==> src/design/assert_macros.svh <==
// Assertion macros shared by the timer RTL
`ifndef ASSERT_MACROS_SVH
`define ASSERT_MACROS_SVH

// Same-cycle implication, disabled while reset is asserted
`define ASSERT_IMPLIES(label, clk, rst_n, ante, cons, msg) \
  label: assert property (@(posedge clk) disable iff (!rst_n) (ante) |-> (cons)) \
    else $error(msg);

// Next-cycle implication, disabled while reset is asserted
`define ASSERT_NEXT(label, clk, rst_n, ante, cons, msg) \
  label: assert property (@(posedge clk) disable iff (!rst_n) (ante) |=> (cons)) \
    else $error(msg);

`endif

==> src/design/udht_pkg.sv <==
// Types and constants shared by the hours:minutes:seconds timer
`timescale 1ns / 1ps
package udht_pkg;

  localparam int unsigned MAX_HOURS = 99;

  localparam logic [5:0]  SEC_MAX  = 6'd59;
  localparam logic [5:0]  MIN_MAX  = 6'd59;
  localparam logic [6:0]  HOUR_MAX = 7'(MAX_HOURS);

  localparam logic [15:0] IDLE_SAT       = 16'hFFFF;
  localparam logic [15:0] IDLE_LIMIT_RST = 16'd60;

  localparam int unsigned CFG_ADDR_W = 3;

  // Register select, taken from paddr[2]
  localparam logic REG_SOUND_ENABLE = 1'b0;
  localparam logic REG_IDLE_LIMIT   = 1'b1;

  // Event codes
  localparam logic [2:0] KIND_TICK       = 3'd0;
  localparam logic [2:0] KIND_START_STOP = 3'd1;
  localparam logic [2:0] KIND_AMBER      = 3'd2;
  localparam logic [2:0] KIND_RED        = 3'd3;
  localparam logic [2:0] KIND_EXIT       = 3'd4;
  localparam logic [2:0] KIND_LOAD       = 3'd5;

  typedef enum logic [1:0] {
    INC_SEC,
    INC_MIN,
    INC_HOUR
  } inc_op_t;

  typedef struct packed {
    logic [6:0] hours;
    logic [5:0] minutes;
    logic [5:0] seconds;
  } time_t;

  localparam time_t TIME_SAT = '{hours: HOUR_MAX, minutes: MIN_MAX, seconds: SEC_MAX};

  typedef struct packed {
    logic [2:0] kind;
    logic [5:0] load_seconds;
    logic [5:0] load_minutes;
    logic [6:0] load_hours;
  } in_item_t;

  typedef struct packed {
    logic [5:0] sec_out;
    logic [5:0] min_out;
    logic [6:0] hour_out;
    logic       is_running;
    logic       is_counting_up;
    logic       alert_pulse;
    logic       done_res;
  } out_item_t;

  typedef struct packed {
    logic        sound_enable;
    logic [15:0] idle_limit;
  } cfg_t;

endpackage

==> src/design/udht_cfg_regs.sv <==
// APB configuration registers: sound_enable and idle_limit
`timescale 1ns / 1ps
module udht_cfg_regs import udht_pkg::*; (
  input  logic                  clk,
  input  logic                  rst_n,
  input  logic                  psel,
  input  logic                  penable,
  input  logic                  pwrite,
  input  logic [CFG_ADDR_W-1:0] paddr,
  input  logic [31:0]           pwdata,
  output logic [31:0]           prdata,
  output logic                  pready,
  output cfg_t                  cfg
);

  logic        sound_enable_r;
  logic [15:0] idle_limit_r;
  logic        wr_en;

  assign pready = 1'b1;
  assign wr_en  = psel && penable && pwrite;

  always_ff @(posedge clk) begin
    if (!rst_n) begin
      sound_enable_r <= 1'b1;
      idle_limit_r   <= IDLE_LIMIT_RST;
    end else if (wr_en) begin
      unique case (paddr[2])
        REG_SOUND_ENABLE: sound_enable_r <= pwdata[0];
        REG_IDLE_LIMIT:   idle_limit_r   <= pwdata[15:0];
        default: ;
      endcase
    end
  end

  always_comb begin
    unique case (paddr[2])
      REG_SOUND_ENABLE: prdata = {31'd0, sound_enable_r};
      REG_IDLE_LIMIT:   prdata = {16'd0, idle_limit_r};
      default:          prdata = '0;
    endcase
  end

  assign cfg.sound_enable = sound_enable_r;
  assign cfg.idle_limit   = idle_limit_r;

endmodule

==> src/design/udht_time_math.sv <==
// Saturating increment and floored decrement of an hh:mm:ss value
`timescale 1ns / 1ps
module udht_time_math import udht_pkg::*; (
  input  time_t   cur,
  input  inc_op_t op,
  output time_t   inc_time,
  output time_t   dec_time,
  output logic    cur_zero,
  output logic    dec_zero
);

  assign cur_zero = (cur == '0);
  assign dec_zero = (dec_time == '0);

  // Any carry out of the hours digit clamps to the full-scale time
  always_comb begin
    inc_time = cur;
    case (op)
      INC_SEC: begin
        if (cur.seconds != SEC_MAX) begin
          inc_time.seconds = cur.seconds + 6'd1;
        end else if (cur.minutes != MIN_MAX) begin
          inc_time.seconds = '0;
          inc_time.minutes = cur.minutes + 6'd1;
        end else if (cur.hours != HOUR_MAX) begin
          inc_time.seconds = '0;
          inc_time.minutes = '0;
          inc_time.hours   = cur.hours + 7'd1;
        end else begin
          inc_time = TIME_SAT;
        end
      end
      INC_MIN: begin
        if (cur.minutes != MIN_MAX) begin
          inc_time.minutes = cur.minutes + 6'd1;
        end else if (cur.hours != HOUR_MAX) begin
          inc_time.minutes = '0;
          inc_time.hours   = cur.hours + 7'd1;
        end else begin
          inc_time = TIME_SAT;
        end
      end
      INC_HOUR: begin
        if (cur.hours != HOUR_MAX) begin
          inc_time.hours = cur.hours + 7'd1;
        end else begin
          inc_time = TIME_SAT;
        end
      end
      default: inc_time = cur;
    endcase
  end

  always_comb begin
    dec_time = cur;
    if (!cur_zero) begin
      if (cur.seconds != '0) begin
        dec_time.seconds = cur.seconds - 6'd1;
      end else begin
        dec_time.seconds = SEC_MAX;
        if (cur.minutes != '0) begin
          dec_time.minutes = cur.minutes - 6'd1;
        end else begin
          dec_time.minutes = MIN_MAX;
          dec_time.hours   = cur.hours - 7'd1;
        end
      end
    end
  end

endmodule

==> src/design/udht_state.sv <==
// Timer state registers and per-event next-state logic
`timescale 1ns / 1ps
module udht_state import udht_pkg::*; (
  input  logic      clk,
  input  logic      rst_n,
  input  logic      step,
  input  in_item_t  item,
  input  cfg_t      cfg,
  output out_item_t result
);

  time_t       time_r, time_nxt;
  logic        run_r, run_nxt;
  logic        up_r, up_nxt;
  logic [15:0] idle_r, idle_nxt;
  logic        done_r, done_nxt;
  logic        alert;

  inc_op_t     op;
  time_t       inc_time, dec_time;
  logic        cur_zero, dec_zero;
  logic [15:0] idle_inc;
  logic        hours_zero;

  assign hours_zero = (time_r.hours == '0);
  assign idle_inc   = (idle_r != IDLE_SAT) ? idle_r + 16'd1 : idle_r;

  // Amber and red step a coarser digit once hours are nonzero
  always_comb begin
    case (item.kind)
      KIND_AMBER: op = hours_zero ? INC_MIN : INC_HOUR;
      KIND_RED:   op = hours_zero ? INC_SEC : INC_MIN;
      default:    op = INC_SEC;
    endcase
  end

  udht_time_math u_math (
    .cur      (time_r),
    .op       (op),
    .inc_time (inc_time),
    .dec_time (dec_time),
    .cur_zero (cur_zero),
    .dec_zero (dec_zero)
  );

  always_comb begin
    time_nxt = time_r;
    run_nxt  = run_r;
    up_nxt   = up_r;
    idle_nxt = idle_r;
    done_nxt = done_r;
    alert    = 1'b0;
    if (item.kind == KIND_LOAD) begin
      time_nxt.seconds = (item.load_seconds > SEC_MAX) ? SEC_MAX : item.load_seconds;
      time_nxt.minutes = (item.load_minutes > MIN_MAX) ? MIN_MAX : item.load_minutes;
      time_nxt.hours   = (item.load_hours > HOUR_MAX) ? HOUR_MAX : item.load_hours;
      run_nxt  = 1'b0;
      up_nxt   = 1'b0;
      idle_nxt = '0;
      done_nxt = 1'b0;
    end else if (!done_r) begin
      case (item.kind) inside
        KIND_TICK: begin
          if (run_r) begin
            if (up_r) begin
              time_nxt = inc_time;
            end else begin
              time_nxt = dec_time;
              if (dec_zero) begin
                run_nxt  = 1'b0;
                idle_nxt = '0;
                alert    = cfg.sound_enable;
              end
            end
          end else begin
            idle_nxt = idle_inc;
            if (idle_inc >= cfg.idle_limit) done_nxt = 1'b1;
          end
        end
        KIND_START_STOP: begin
          idle_nxt = '0;
          if (!run_r) begin
            run_nxt = 1'b1;
            up_nxt  = cur_zero;
          end else begin
            run_nxt = 1'b0;
          end
        end
        KIND_AMBER, KIND_RED: begin
          idle_nxt = '0;
          time_nxt = inc_time;
        end
        KIND_EXIT: done_nxt = 1'b1;
        default: ;
      endcase
    end
  end

  always_ff @(posedge clk) begin
    if (!rst_n) begin
      time_r <= '0;
      run_r  <= 1'b0;
      up_r   <= 1'b0;
      idle_r <= '0;
      done_r <= 1'b0;
    end else if (step) begin
      time_r <= time_nxt;
      run_r  <= run_nxt;
      up_r   <= up_nxt;
      idle_r <= idle_nxt;
      done_r <= done_nxt;
    end
  end

  assign result.sec_out        = time_nxt.seconds;
  assign result.min_out        = time_nxt.minutes;
  assign result.hour_out       = time_nxt.hours;
  assign result.is_running     = run_nxt;
  assign result.is_counting_up = up_nxt;
  assign result.alert_pulse    = alert;
  assign result.done_res       = done_nxt;

endmodule

==> src/design/up_down_hms_timer_core.sv <==
// Top level of the up/down hours:minutes:seconds timer
//
// Input channel (in_valid/in_ready/in_data): one event per transaction, a
// one-second tick, a button (start_stop, amber, red, exit) or a load of a
// new time. Every event returns exactly one result on the output channel
// (out_valid/out_ready/out_data): the time, run and direction flags, the
// alert pulse and the done flag, all as they stand after the event.
// An event passes through the input register, then through the next-state
// logic into the output register.
// Throughput is one event per cycle while out_ready is not held low; the
// time update is a single carry/borrow pass over the three digits.
// The input register frees up whenever its event moves to the output
// register, so a new event is taken while a result waits for out_ready.
// When the receiver stalls, the result holds and in_ready drops once the
// input register is also full.
// Reset clears the time, flags and idle count and sets sound_enable to 1 and
// idle_limit to 60. The user must write the APB registers only while the
// timer has no transaction in flight; the block itself does not enforce it.
`timescale 1ns / 1ps
`include "assert_macros.svh"
module up_down_hms_timer_core import udht_pkg::*; (
  input  logic                  clk,
  input  logic                  rst_n,
  input  logic                  in_valid,
  output logic                  in_ready,
  input  in_item_t              in_data,
  output logic                  out_valid,
  input  logic                  out_ready,
  output out_item_t             out_data,
  input  logic                  psel,
  input  logic                  penable,
  input  logic                  pwrite,
  input  logic [CFG_ADDR_W-1:0] paddr,
  input  logic [31:0]           pwdata,
  output logic [31:0]           prdata,
  output logic                  pready
);

  cfg_t      cfg;
  in_item_t  in_item_r;
  logic      in_valid_r;
  out_item_t out_item_r;
  logic      out_valid_r;
  out_item_t result;
  logic      step;

  assign step     = in_valid_r && (!out_valid_r || out_ready);
  assign in_ready = !in_valid_r || step;

  udht_cfg_regs u_cfg (
    .clk     (clk),
    .rst_n   (rst_n),
    .psel    (psel),
    .penable (penable),
    .pwrite  (pwrite),
    .paddr   (paddr),
    .pwdata  (pwdata),
    .prdata  (prdata),
    .pready  (pready),
    .cfg     (cfg)
  );

  udht_state u_state (
    .clk    (clk),
    .rst_n  (rst_n),
    .step   (step),
    .item   (in_item_r),
    .cfg    (cfg),
    .result (result)
  );

  always_ff @(posedge clk) begin
    if (!rst_n) begin
      in_valid_r <= 1'b0;
    end else if (in_ready) begin
      in_valid_r <= in_valid;
    end
  end

  always_ff @(posedge clk) begin
    if (in_valid && in_ready) in_item_r <= in_data;
  end

  always_ff @(posedge clk) begin
    if (!rst_n) begin
      out_valid_r <= 1'b0;
    end else if (step) begin
      out_valid_r <= 1'b1;
    end else if (out_ready) begin
      out_valid_r <= 1'b0;
    end
  end

  always_ff @(posedge clk) begin
    if (step) out_item_r <= result;
  end

  assign out_valid = out_valid_r;
  assign out_data  = out_item_r;

  `ASSERT_IMPLIES(a_stall_only_on_out, clk, rst_n, !in_ready, out_valid && !out_ready, "in_ready low without an output stall")
  `ASSERT_NEXT(a_step_gives_result, clk, rst_n, step, out_valid, "advanced transaction produced no result")
  `ASSERT_IMPLIES(a_alert_at_zero, clk, rst_n, out_valid && out_data.alert_pulse, !out_data.is_running && out_data.sec_out == '0 && out_data.min_out == '0 && out_data.hour_out == '0, "alert without a stopped zero time")
  `ASSERT_IMPLIES(a_time_in_range, clk, rst_n, out_valid, out_data.sec_out <= SEC_MAX && out_data.min_out <= MIN_MAX && out_data.hour_out <= HOUR_MAX, "time digit out of range")

endmodule
==> config.mk <==
export PLATFORM = sky130hd
export DESIGN_NAME = up_down_hms_timer_core
export DESIGN_NICKNAME = d
export VERILOG_FILES = /design/src/design/udht_pkg.sv /design/src/design/udht_cfg_regs.sv /design/src/design/udht_time_math.sv /design/src/design/udht_state.sv /design/src/design/up_down_hms_timer_core.sv
export VERILOG_INCLUDE_DIRS = /design/src /design/src/design
export SDC_FILE = /design/constraint.sdc
export NUM_CORES = 1
export LEC_CHECK = 0
export ABC_AREA = 1
export BUFFER_PORTS_ARGS = -buffer_cell sky130_fd_sc_hd__buf_2
export CORE_MARGIN = 2
export CORE_UTILIZATION = 55
export DETAILED_ROUTE_END_ITERATION = 7
export GPL_ROUTABILITY_DRIVEN = 0
export PLACE_DENSITY = 0.78
export SLEW_MARGIN = 20
export SYNTH_ARGS = -nofsm -noshare
export SYNTH_HDL_FRONTEND = slang
export SYNTH_SLANG_ARGS = --single-unit
==> constraint.sdc <==
create_clock -name clk -period 5.76 [get_ports clk]
set_clock_uncertainty 0.2 [all_clocks]
set_input_delay 1.152 -clock clk [delete_from_list [all_inputs] [get_ports clk]]
set_output_delay 1.152 -clock clk [all_outputs]
set_load 0.005 [all_outputs]
-- Word level (Yosys, flattened, before mapping)
Index checks and enable logic that the tools add are counted.
- register bits after elaboration: 102
- input bits: 64
- output and inout port bits: 58
- word-level logic and storage cells: 137
- add/subtract/negate cells: 7
- magnitude comparators: 4
- eq/ne operators: 14
- multiplexer cells: 64
- bitwise gates (word level): 4
- reductions and logical operators: 22
- operator list (operator ; count):
    two-way mux 19 bit ; 9
    two-way mux 16 bit ; 9
    case mux 32 bit (2 select lines) ; 1
    case mux 19 bit (3 select lines) ; 1
    two-way mux 6 bit ; 8
    two-way mux 13 bit ; 3
    logical NOT 19 bit ; 2
    two-way mux 7 bit ; 5
    two-way mux 1 bit ; 24
    two-way mux 12 bit ; 2
    adder 16 x 1 -> 16 bit, second input constant ; 1
    >= comparator 16 bit ; 1
    inequality test 16 bit, second input constant ; 1
    adder 6 x 1 -> 6 bit, second input constant ; 2
    greater-than comparator 6 bit, second input constant ; 2
    inequality test 6 bit, second input constant ; 2
    nonzero test 6 bit ; 2
    subtractor 6 x 1 -> 6 bit, second input constant ; 2
    inequality test 4 bit, second input constant ; 2
    adder 7 x 1 -> 7 bit, second input constant ; 1
    greater-than comparator 7 bit, second input constant ; 1
    logical NOT 7 bit ; 1
    inequality test 7 bit, second input constant ; 1
    subtractor 7 x 1 -> 7 bit, second input constant ; 1
    20 further kinds ; 31

-- Depth between registers and ports, before layout
- depth after elaboration: 11
- depth in mapped cells: 23
- mapped depth without buffers: 23

-- Hierarchy
From an unflattened synthesis, not the netlist that was laid out.
- cell total of the unflattened synthesis: 1093
- area, all modules: 7419.6 um^2
- modules (own cells, without submodules) (module ; times used ; cells an instance ; area an instance (um^2) ; sequential area each (um^2)):
    udht_state ; 1 ; 559 ; 3324.4 ; 760.7
    udht_time_math ; 1 ; 317 ; 1661.6 ; 0.0
    up_down_hms_timer_core ; 1 ; 58 ; 1446.4 ; 1391.3
    udht_cfg_regs ; 1 ; 159 ; 987.2 ; 340.3

-- Least setup slack after synthesis
Ideal clock, no wire load.
- path kind: input -> output
- start point: input port paddr[2]
- end point: output port prdata[10]
- data arrival time: 1.827 ns
- data required time: 4.408 ns
- path slack: 2.581 ns
- cell stages on the path: 4
- buffers on the path: 2
- cells stage by stage: clkbuf_1 clkbuf_1 nand2_1 inv_1
- longest elaborated chain between the ends: 2
- ends and longest elaborated chain (element ; line ; source):
    start: declaration ; up_down_hms_timer_core.sv:33 ; input logic [CFG_ADDR_W-1:0] paddr,
    NOT 1 bit ; udht_cfg_regs.sv:37 ; unique case (paddr[2])
    case mux 32 bit (2 select lines) * ; udht_cfg_regs.sv:37 ;
    end: declaration ; up_down_hms_timer_core.sv:35 ; output logic [31:0] prdata,
Mark *: on every way between the ends. The rest lies on a longest branch, timed or not. The select of a mux whose other input is x is not followed.

==> flow_summary.json <==
{
  "synth_warnings": 0,
  "synthCells": 1104,
  "clkSlewWorstSetupHoldPaths_ps": 70,
  "ctsLongestPathBuffers": 2,
  "final_common_cell": "nand2_1",
  "post_cts.repair.setup_buffers": 0,
  "grt_usage_pct": 28.5,
  "core_area_mm2": 0.0132,
  "drv_cap": 0,
  "end_kind": "flip-flop",
  "power_per_cell_area_mw_per_mm2": 251,
  "antenna_cells": 0,
  "yosysUniqueCellTypes": 46,
  "areaGrowthSynthToFinish_pct": 9.65,
  "start_util_pct": 56.2,
  "slew_headroom_pct": 30.8,
  "finalHoldViolations": 0,
  "drive_gt1_share_pct": 12.2,
  "p_leak_nw": 4.20,
  "ys_async_sr_fraction_pct": 0,
  "finalNonFillerCells": 1347,
  "slew_viol_final": 0,
  "setup_viol": 0,
  "cts_tree": "built",
  "synth_area_mm2": 0.00744,
  "crit_slowest_cell": "nor3_1",
  "die_area_mm2": 0.0145,
  "overflow": 0,
  "antenna_left": 0,
  "synth.avg_cell_area_um2": 6.74,
  "finalNetCount": 1255,
  "portBuffers": 86,
  "crit_arrival_ps": 3570,
  "outcome": "complete, no violations",
  "first_pass_iters": 7,
  "tightest_slew_ps": 1030,
  "final_cell_mix": "nand2_1 (273), inv_1 (166), nor2_1 (108)",
  "wire_per_inst_um": 15.4,
  "insertion_delay_ps": 360,
  "grt_pass1_wl_um": 32700,
  "first_global_vias": 6573,
  "cts-root-buf": "clkbuf_16",
  "yosys_register_bits": 102,
  "final.min_clock_period_ps": 3520,
  "crit_required_ps": 5810,
  "ctsHoldBuffers": 0,
  "drcViolationCount": 0,
  "layout_worst_path_cycle_share_pct": 61.1,
  "die_width_um": 120,
  "irDropWorstVdd_mv": 0.241,
  "grt_max_degree": 35,
  "nFillCells": 1268,
  "seq_area_frac_synth_pct": 33.5,
  "cp_common_cell": "nand2_1",
  "worstPathMaxFanout": 5,
  "numCtsBuffers": 9,
  "rsz0062_at_grt": "false",
  "startpoint_type": "flip-flop",
  "num_vias": 7560,
  "first_iter_violations": 1101,
  "cp_cell_sequence": "inv_1, nor3_1, nand4_1, inv_1, nand2_1, nand2_1, nor2_1, o21bai_1, inv_1, ha_1, a21oi_1, o21ai_0, nand2_1, o211ai_1, nand2_1, nand3_1, nand2_1, nand2_1, nand2_1, nand2_1, o21ai_0, inv_1",
  "slowest_delay_ps": 470,
  "clock-sinks": 102,
  "die_h_um": 120,
  "hold_path.class": "reg2reg",
  "pin_count": 122,
  "synth_top_flop_cell": "dfxtp_1",
  "htreeDepth": 3,
  "viasPerCell": 5.61,
  "crit_type": "reg2reg",
  "dp_cells": 1331,
  "tns_ps": 0,
  "routed_wirelength_um": 20700,
  "place_hpwl_um": 15000,
  "cts_resized": 0,
  "clock.fmax_mhz": 284,
  "rows": 42,
  "grt_antenna_before_repair": 0,
  "synth_edf_count": 45
}
-- cell families (layout without fill, tap and decap cells) --
| kind of cell | count (synthesis) | in the layout | share of synthesized area [%] |
|---|---|---|---|
| muxes | 1 | 1 | 0.134 |
| DFF | 102 | 102 | 33.5 |
| and+or+nand+nor | 539 | 539 | 32.5 |
| other | 2 | 17 | 0.101 |
| buffers and inverters | 227 | 279 | 13.4 |
| AOI/OAI and AO/OA | 189 | 189 | 14.0 |
| xor gates and xnor gates | 19 | 19 | 2.24 |
| adders and majority gates | 25 | 25 | 4.20 |
-- layer usage --
layer  wire (µm)  vias up  track usage, %
met3        2280       57            6.13
li1            -     3677               -
met4         591        0            11.3
met5           0        -               0
met1        9190     3373            40.9
met2        8650      453            41.9
-- cell usage after synthesis, types with 5 or more instances --
library cell	n	area, µm²
buf_4	18	135
nand4_1	13	81.3
nor3_1	19	95.1
dfxtp_1	57	1140
a21oi_1	78	390
edfxtp_1	45	1350
nor2_2	5	31.3
nand3b_1	5	37.5
buf_2	5	25.0
buf_6	9	101
nand3_1	86	430
ha_1	25	313
nor2_1	108	405
xor2_1	18	158
nand3_2	6	60.1
clkinv_1	5	18.8
clkbuf_1	19	71.3
nor2_4	8	90.1
o21ai_1	6	30.0
inv_1	166	623
o211ai_1	11	82.6
nand2_1	273	1020
nand2_2	6	37.5
o21ai_0	73	365
-- where the power goes --
| part | switching [W] | internal, W | total [W] |
|---|---|---|---|
| sequential | 0.0000451 | 0.000806 | 0.000851 |
| clock | 0.000264 | 0.000406 | 0.000670 |
| combinational | 0.000360 | 0.000166 | 0.000527 |
| total | 0.000669 | 0.00138 | 0.00205 |
-- cell type report --
| class | instances | area, µm² | area share [%] |
|---|---|---|---|
| tap | 176 | 220 | 2.70 |
| multi-input combinational | 790 | 4010 | 49.2 |
| clock inverter | 5 | 80.1 | 0.981 |
| timing repair buffer | 88 | 445 | 5.46 |
| clock buffer | 11 | 254 | 3.11 |
| inverter | 175 | 657 | 8.05 |
| sequential | 102 | 2490 | 30.5 |
-- critical path, delay by kind of cell (launching register included) --
kind / cells / cell delay [ps]
buffers and inverters: 4 / 390
AND/OR/NAND/NOR: 12 / 1590
flip-flops: 1 / 310
AO/OA/AOI/OAI: 5 / 690
adder cells (fa/ha/maj): 1 / 240
-- registers in the layout, indices dropped and copies added (netlist names) --
| signal | flops |
|---|---|
| u_state.done_r | 1 |
| in_valid_r | 1 |
| u_cfg.sound_enable_r | 1 |
| out_valid | 1 |
| in_item_r | 22 |
| u_cfg.idle_limit_r | 16 |
| out_data | 23 |
| u_state.time_r | 19 |
| u_state.up_r | 1 |
| u_state.idle_r | 16 |
| u_state.run_r | 1 |
-- metrics by stage --
step	utilization [%]	power (W)	setup WS (ps)	hold WS [ps]	cell area (µm²)
after global placement	59.1	0.00137	2220	268	7830
after CTS	61.6	0.00204	2260	293	8160
after detailed placement	59.1	0.00137	2180	282	7830
after floorplan	-	0.00125	2580	249	7500
after global routing	61.6	0.00215	1870	327	8160
final	61.6	0.00205	2240	288	8160
-- path summary, 6_finish.rpt --
path	endpoint	startpoint	slack [ps]	cells after the start
setup / recovery	u_state.done_r	u_state.idle_r[5]	2240	22
hold / removal	u_cfg.idle_limit_r[12]	u_cfg.idle_limit_r[12]	290	2
setup reg to reg	u_state.done_r	u_state.idle_r[5]	2240	22
hold reg to reg	u_cfg.idle_limit_r[12]	u_cfg.idle_limit_r[12]	290	2
No activity file was read; power rests on OpenSTA's default activity.
